==> src/rtl/fsc_div.sv <==
// fsc_div: serial unsigned restoring divider, one quotient bit per cycle
// no dependencies
`timescale 1ns / 1ps
module fsc_div (
  input  logic        clk,
  input  logic        rst_n,
  input  logic        go,
  input  logic [63:0] num,
  input  logic [63:0] den,
  output logic        done,
  output logic [63:0] quo
);
  logic [63:0] q_r, q_nxt;
  logic [63:0] rem_r, rem_nxt;
  logic [6:0]  cnt_r, cnt_nxt;
  logic        act_r, act_nxt;
  logic [64:0] sh;

  always_comb begin
    q_nxt = q_r;
    rem_nxt = rem_r;
    cnt_nxt = cnt_r;
    act_nxt = act_r;
    sh = {rem_r, q_r[63]};
    done = 1'b0;
    if (go) begin
      q_nxt = num;
      rem_nxt = '0;
      cnt_nxt = 7'd64;
      act_nxt = 1'b1;
    end else if (act_r) begin
      if (sh >= {1'b0, den}) begin
        rem_nxt = 64'(sh - {1'b0, den});
        q_nxt = {q_r[62:0], 1'b1};
      end else begin
        rem_nxt = sh[63:0];
        q_nxt = {q_r[62:0], 1'b0};
      end
      cnt_nxt = cnt_r - 7'd1;
      if (cnt_r == 7'd1) begin
        act_nxt = 1'b0;
        done = 1'b1;
      end
    end
  end
  assign quo = q_nxt;

  always_ff @(posedge clk) begin
    q_r <= q_nxt;
    rem_r <= rem_nxt;
    cnt_r <= cnt_nxt;
    if (!rst_n) act_r <= 1'b0;
    else act_r <= act_nxt;
  end
endmodule

==> config.mk <==
export PLATFORM = sky130hd
export DESIGN_NAME = fsc_div
export DESIGN_NICKNAME = d
export VERILOG_FILES = /design/src/rtl/fsc_div.sv
export SDC_FILE = /design/constraint.sdc
export NUM_CORES = 1
export LEC_CHECK = 0
export ABC_CLOCK_PERIOD_IN_PS = 2900
export BUFFER_PORTS_ARGS = -buffer_cell sky130_fd_sc_hd__buf_4
export CAP_MARGIN = 20
export CORE_MARGIN = 3
export CORE_UTILIZATION = 51
export CTS_CLUSTER_SIZE = 16
export DETAILED_ROUTE_END_ITERATION = 6
export HOLD_SLACK_MARGIN = 0.05
export PLACE_DENSITY_LB_ADDON = 0.15
export SYNTH_ARGS = -nofsm -noshare
export SYNTH_HDL_FRONTEND = slang
export SYNTH_SLANG_ARGS = --single-unit
==> constraint.sdc <==
create_clock -name clk -period 2.9 [get_ports clk]
set_input_delay 0.145 -clock clk [delete_from_list [all_inputs] [get_ports clk]]
set_output_delay 0.145 -clock clk [all_outputs]
set_load 0.05 [all_outputs]
# ---- Yosys cells after proc, flatten, opt, wreduce, memory -nomap -nowiden
# Cells that the tools add are included.
dict set report totals {
  word_cells 18
  regBits 136
  mem_bits_rw 0
  mem_count 0
  latchBits 0
  output_inout_bits 65
  mem_bits_ro 0
}
dict set report op_classes {
  shift 0
  n_lt_le_gt_ge 1
  div 0
  mux 10
  bitwise 0
  n_mul 0
  addsub 2
  reduce_logical 0
  n_eq_ne 1
}
# operator n
set op_table {}
lappend op_table {{64-bit 2-to-1 mux} 3}
lappend op_table {{65-bit by 64-bit >= comparator with 1-bit output} 1}
lappend op_table {{64-bit subtractor} 1}
lappend op_table {{7-bit by 1-bit == test with 1-bit output (second input constant)} 1}
lappend op_table {{1-bit 2-to-1 mux} 7}
lappend op_table {{7-bit by 1-bit subtractor with 7-bit output (second input constant)} 1}

# ---- Longest topological paths before layout
dict set report logic_depth {
  ltp_word 4
  mapped_depth 15
}

# ---- Worst setup path before layout
# No wires, ideal clock.
dict set report synth_timing {
  path_kind {register to register}
  start {reg rem_r[35]}
  end {reg q_r[0]}
  slack_ns -0.093
  period_less_slack_ns 2.993
  path_stages_with_launch 12
  t_arrival_ns 2.790
  n_path_buf 1
  required_ns 2.697
  path_cell_list {dfxtp_1 ha_1 a21o_1 o21bai_1 a2111oi_2 a21oi_1 or3_4 o211a_4 nor2_4 buf_6 a211oi_1 a21o_1}
}
dict set report synth_via {
  elab_chain_cells 4
}
# item line
set synth_lines {}
lappend synth_lines {{start, declared} 14} ;# logic [63:0] rem_r, rem_nxt;
lappend synth_lines {{start signal, assigned} 50} ;# rem_r <= rem_nxt;
lappend synth_lines {{65-bit by 64-bit >= comparator with 1-bit output} 32} ;# if (sh >= {1'b0, den}) begin
lappend synth_lines {{1-bit 2-to-1 mux} 32}
lappend synth_lines {{64-bit 2-to-1 mux} 31} ;# end else if (act_r) begin
lappend synth_lines {{64-bit 2-to-1 mux} 26} ;# if (go) begin
lappend synth_lines {{net quo[0]} 11} ;# output logic [63:0] quo
lappend synth_lines {{end signal, assigned} 49} ;# q_r <= q_nxt;
lappend synth_lines {{end, declared} 13} ;# logic [63:0] q_r, q_nxt;
# The timed path passes the listed nets, and every way through them passes these cells.
# A chain may end at the register's enable or synchronous reset.

# ---- Final worst setup path
dict set report layout_timing {
  start {reg rem_r[0]}
  end {out quo[0]}
}
dict set report layout_via {
  elab_chain_cells 4
}
# item line
set layout_lines {}
lappend layout_lines {{65-bit by 64-bit >= comparator with 1-bit output} 32}
lappend layout_lines {{1-bit 2-to-1 mux} 32}
lappend layout_lines {{64-bit 2-to-1 mux} 31}
lappend layout_lines {{64-bit 2-to-1 mux} 26}
lappend layout_lines {{end, declared} 11}
# Every way passes these cells.

==> results_dict.tcl <==
set metrics [dict create \
    critPathCaptureType "output port" \
    synthArstFlopShare 0 \
    clockRootBuffer "clkbuf_16" \
    hpwl_um 24790 \
    ys.flop_type "dfxtp_1" \
    clock-sinks 136 \
    grt_pass1_wl_um 60630 \
    num_io_pins 196 \
    synth_top_area_share 0.2693 \
    relSlewSlack 0.4919 \
    drv_slew 0 \
    p_sw_frac 0.3939 \
    finalPower_mw 8.339 \
    final_nets 1991 \
    synth_seq_area_share 0.2693 \
    ir_drop_mv 0.3814 \
    crit_chain "ha_4, nor2b_4, o2111ai_4, a21oi_4, o311ai_4, a2111oi_4, or3_4, o211a_4, nor2_4, a211oi_4, a21o_2, buf_8" \
    path_clk_slew_ns 0.07 \
    synth_edf_count 0 \
    max_freq_ghz 0.3085 \
    fin_skew_ns 0.007446 \
    comb_power_share 0.452 \
    timing.final.crit_share 1.118 \
    cap_viol_max_count 0 \
    rsz0062_at_grt "yes" \
    area_growth_pct 56.47 \
    viasPerCell 5.915 \
    post-route-util 0.8291 \
    synth.cell_area_um2 10110 \
    cpLargestDelayFamily "compound AO/OA/AOI/OAI gates" \
    cts_tree "yes" \
    startpoint_type "flop" \
    crit_type "reg2out" \
    clk_latency_ns 0.44 \
    grt_max_degree 100 \
    first_global_vias 11850 \
    die_y_um 146.8 \
    wirelength_um 39750 \
    p_sw_mw 3.285 \
    crit_arrival_ns 3.10 \
    crit_fanout 2 \
    nFillCells 1157 \
    yosys_warnings 0 \
    final-hold-violation-count 0 \
    max_stage_delay_ns 0.36 \
    crit_buf_inv 1 \
    grt-ovfl-total 0 \
    multiInputGateArea_um2 7413 \
    drtIter0Drc 989 \
    tightest_slew_ns 0.7541 \
    clockPowerShare 0.280 \
    hp-class "in2reg" \
    final.min_clock_period_ns 3.242 \
    drive_above_1_share 0.3499 \
    final_common_cell "buf_4" \
    place_congestion 0.9604 \
    synth.distinct_cells 69 \
    num_rows 50 \
    avgSynthCellArea_um2 7.467 \
    h-tree-depth 4 \
    violations "negative setup slack" \
    share_seq_of_total_power 0.267 \
    synth-seq-cells 136 \
    register_area_um2 2739 \
    slowest_stage "dfxtp_2" \
    initial_core_util 0.5299 \
    setup_violations 62 \
    leakagePower_nw 7.353 \
    vias 12230 \
    layout_setup_ws_ns -0.3415 \
    routedWlPerCell_um 19.23 \
    synth_top_area_cell "dfxtp_1" \
    intPower_mw 5.054 \
    die-area_um2 21550 \
    postSynthCellCount 1354 \
    portBuffers 195 \
    antenna_found_initial 1 \
    p_per_area_nw_per_um2 527.1 \
    cp_data_required_time_ns 2.76 \
    synth_area_leaders "dfxtp_1, ha_1, nand2_1" \
    cts_max_path_buffers 2 \
    drt_pass1_iterations 6 \
    drc 0 \
    ant_nets 0 \
    final_cell_mix "buf_4, nand2_1, dfxtp_1" \
    coreArea_um2 19080 \
    die_w_um 146.8 \
    syn_nets 1552 \
    status "complete, but fails checks" \
    grt_usage 0.3422 \
    numCtsBuffers 17 \
]
[Yosys cell counts (9+ instances only)]
master and count:
nand2b_1 14, o21bai_1 18, a31oi_1 9, nor2b_1 11
clkbuf_1 65, xor2_1 29, a21o_1 34, nand3_1 18
nor3_1 18, ha_1 66, o21ai_0 105, mux2i_1 67
a311oi_2 9, nand4_1 33, a311oi_1 40, inv_1 85
nor4_1 12, nand2_1 220, dfxtp_1 136, a211oi_1 11
buf_2 24, nor2_1 99, a21oi_1 93, o21a_1 12
xnor2_1 30
[cell type report]
| class | instances | area share |
|---|---|---|
| antenna | 1 | 0.0001582 |
| inverter | 86 | 0.02040 |
| clock buffer | 18 | 0.02847 |
| clock inverter | 14 | 0.01068 |
| timing repair buffer | 517 | 0.2780 |
| multi-input combinational | 1035 | 0.4686 |
| tap | 260 | 0.02056 |
| sequential | 136 | 0.1731 |
[cells by family (layout without fill, tap and decap cells)]
family                   after synthesis  count (layout)  synth area share
AND/OR/NAND/NOR                      459             459            0.2047
flip-flops                           136             136            0.2693
buffers and inverters                183             635           0.07239
AO/OA/AOI/OAI                        382             382            0.2515
adder cells (fa/ha/maj)               67              67           0.08365
other                                  0               1                 0
XOR/XNOR                              59              59           0.05111
multiplexers                          68              68           0.06744
[stage by stage]
step	hold slack, ns	instance area [um2]	setup slack, ns	cells	TNS, ns
2_1_floorplan	0.2732	10130	-0.01676	1354	-0.01676
3_3_place_gp	0.3639	13240	-0.2223	1933	-7.136
3_5_place_dp	0.3720	13240	-0.2848	1933	-10.15
4_1_cts	0.1333	15060	-0.4038	2041	-10.57
5_1_grt	0.1937	15820	-0.4134	2067	-14.77
6_report	0.1726	15820	-0.3415	2067	-8.356
[what timing repair did]
| action | CTS | global route |
|---|---|---|
| resized for setup | 62 | 125 |
| buffers inserted | 6 | 24 |
| setup endpoints to repair | 65 | 65 |
| gates cloned | 7 | 3 |
| pin swaps | 23 | 56 |
| hold buffers | 64 | 0 |
| endpoints found under the hold margin | 64 | 0 |
[power groups by stage]
stage / clock network [mW] / registers (mW) / logic (mW)
4_1_cts: 2.34 / 2.21 / 3.37
3_5_place_dp: 0 / 2.24 / 3.00
3_3_place_gp: 0 / 2.23 / 2.97
6_report: 2.34 / 2.23 / 3.77
2_1_floorplan: 0 / 2.21 / 1.87
5_1_grt: 2.43 / 2.25 / 4.01
[worst paths after layout]
kind	depth (start not counted)	slack (ns)	startpoint	end
max reg2reg	13	-0.26	rem_r[0]	rem_r[48]
min reg2reg	2	0.52	rem_r[46]	rem_r[47]
min	2	0.17	go	rem_r[63]
max	12	-0.34	rem_r[0]	quo[0]
[per-layer routing]
metal  wire length (um)  vias to the layer above  track usage
li1                   -                     5693            -
met1              15460                     5733       0.4123
met2              19450                      605       0.5872
met3               2735                      196      0.06940
met4               2107                        0       0.1566
met5                  0                        -            0
[flip-flops by register name, indices dropped and copies added (netlist names)]
register and cells:
rem_r 64, q_r 64, act_r 1, cnt_r 7
(Power assumes the default switching activity.)
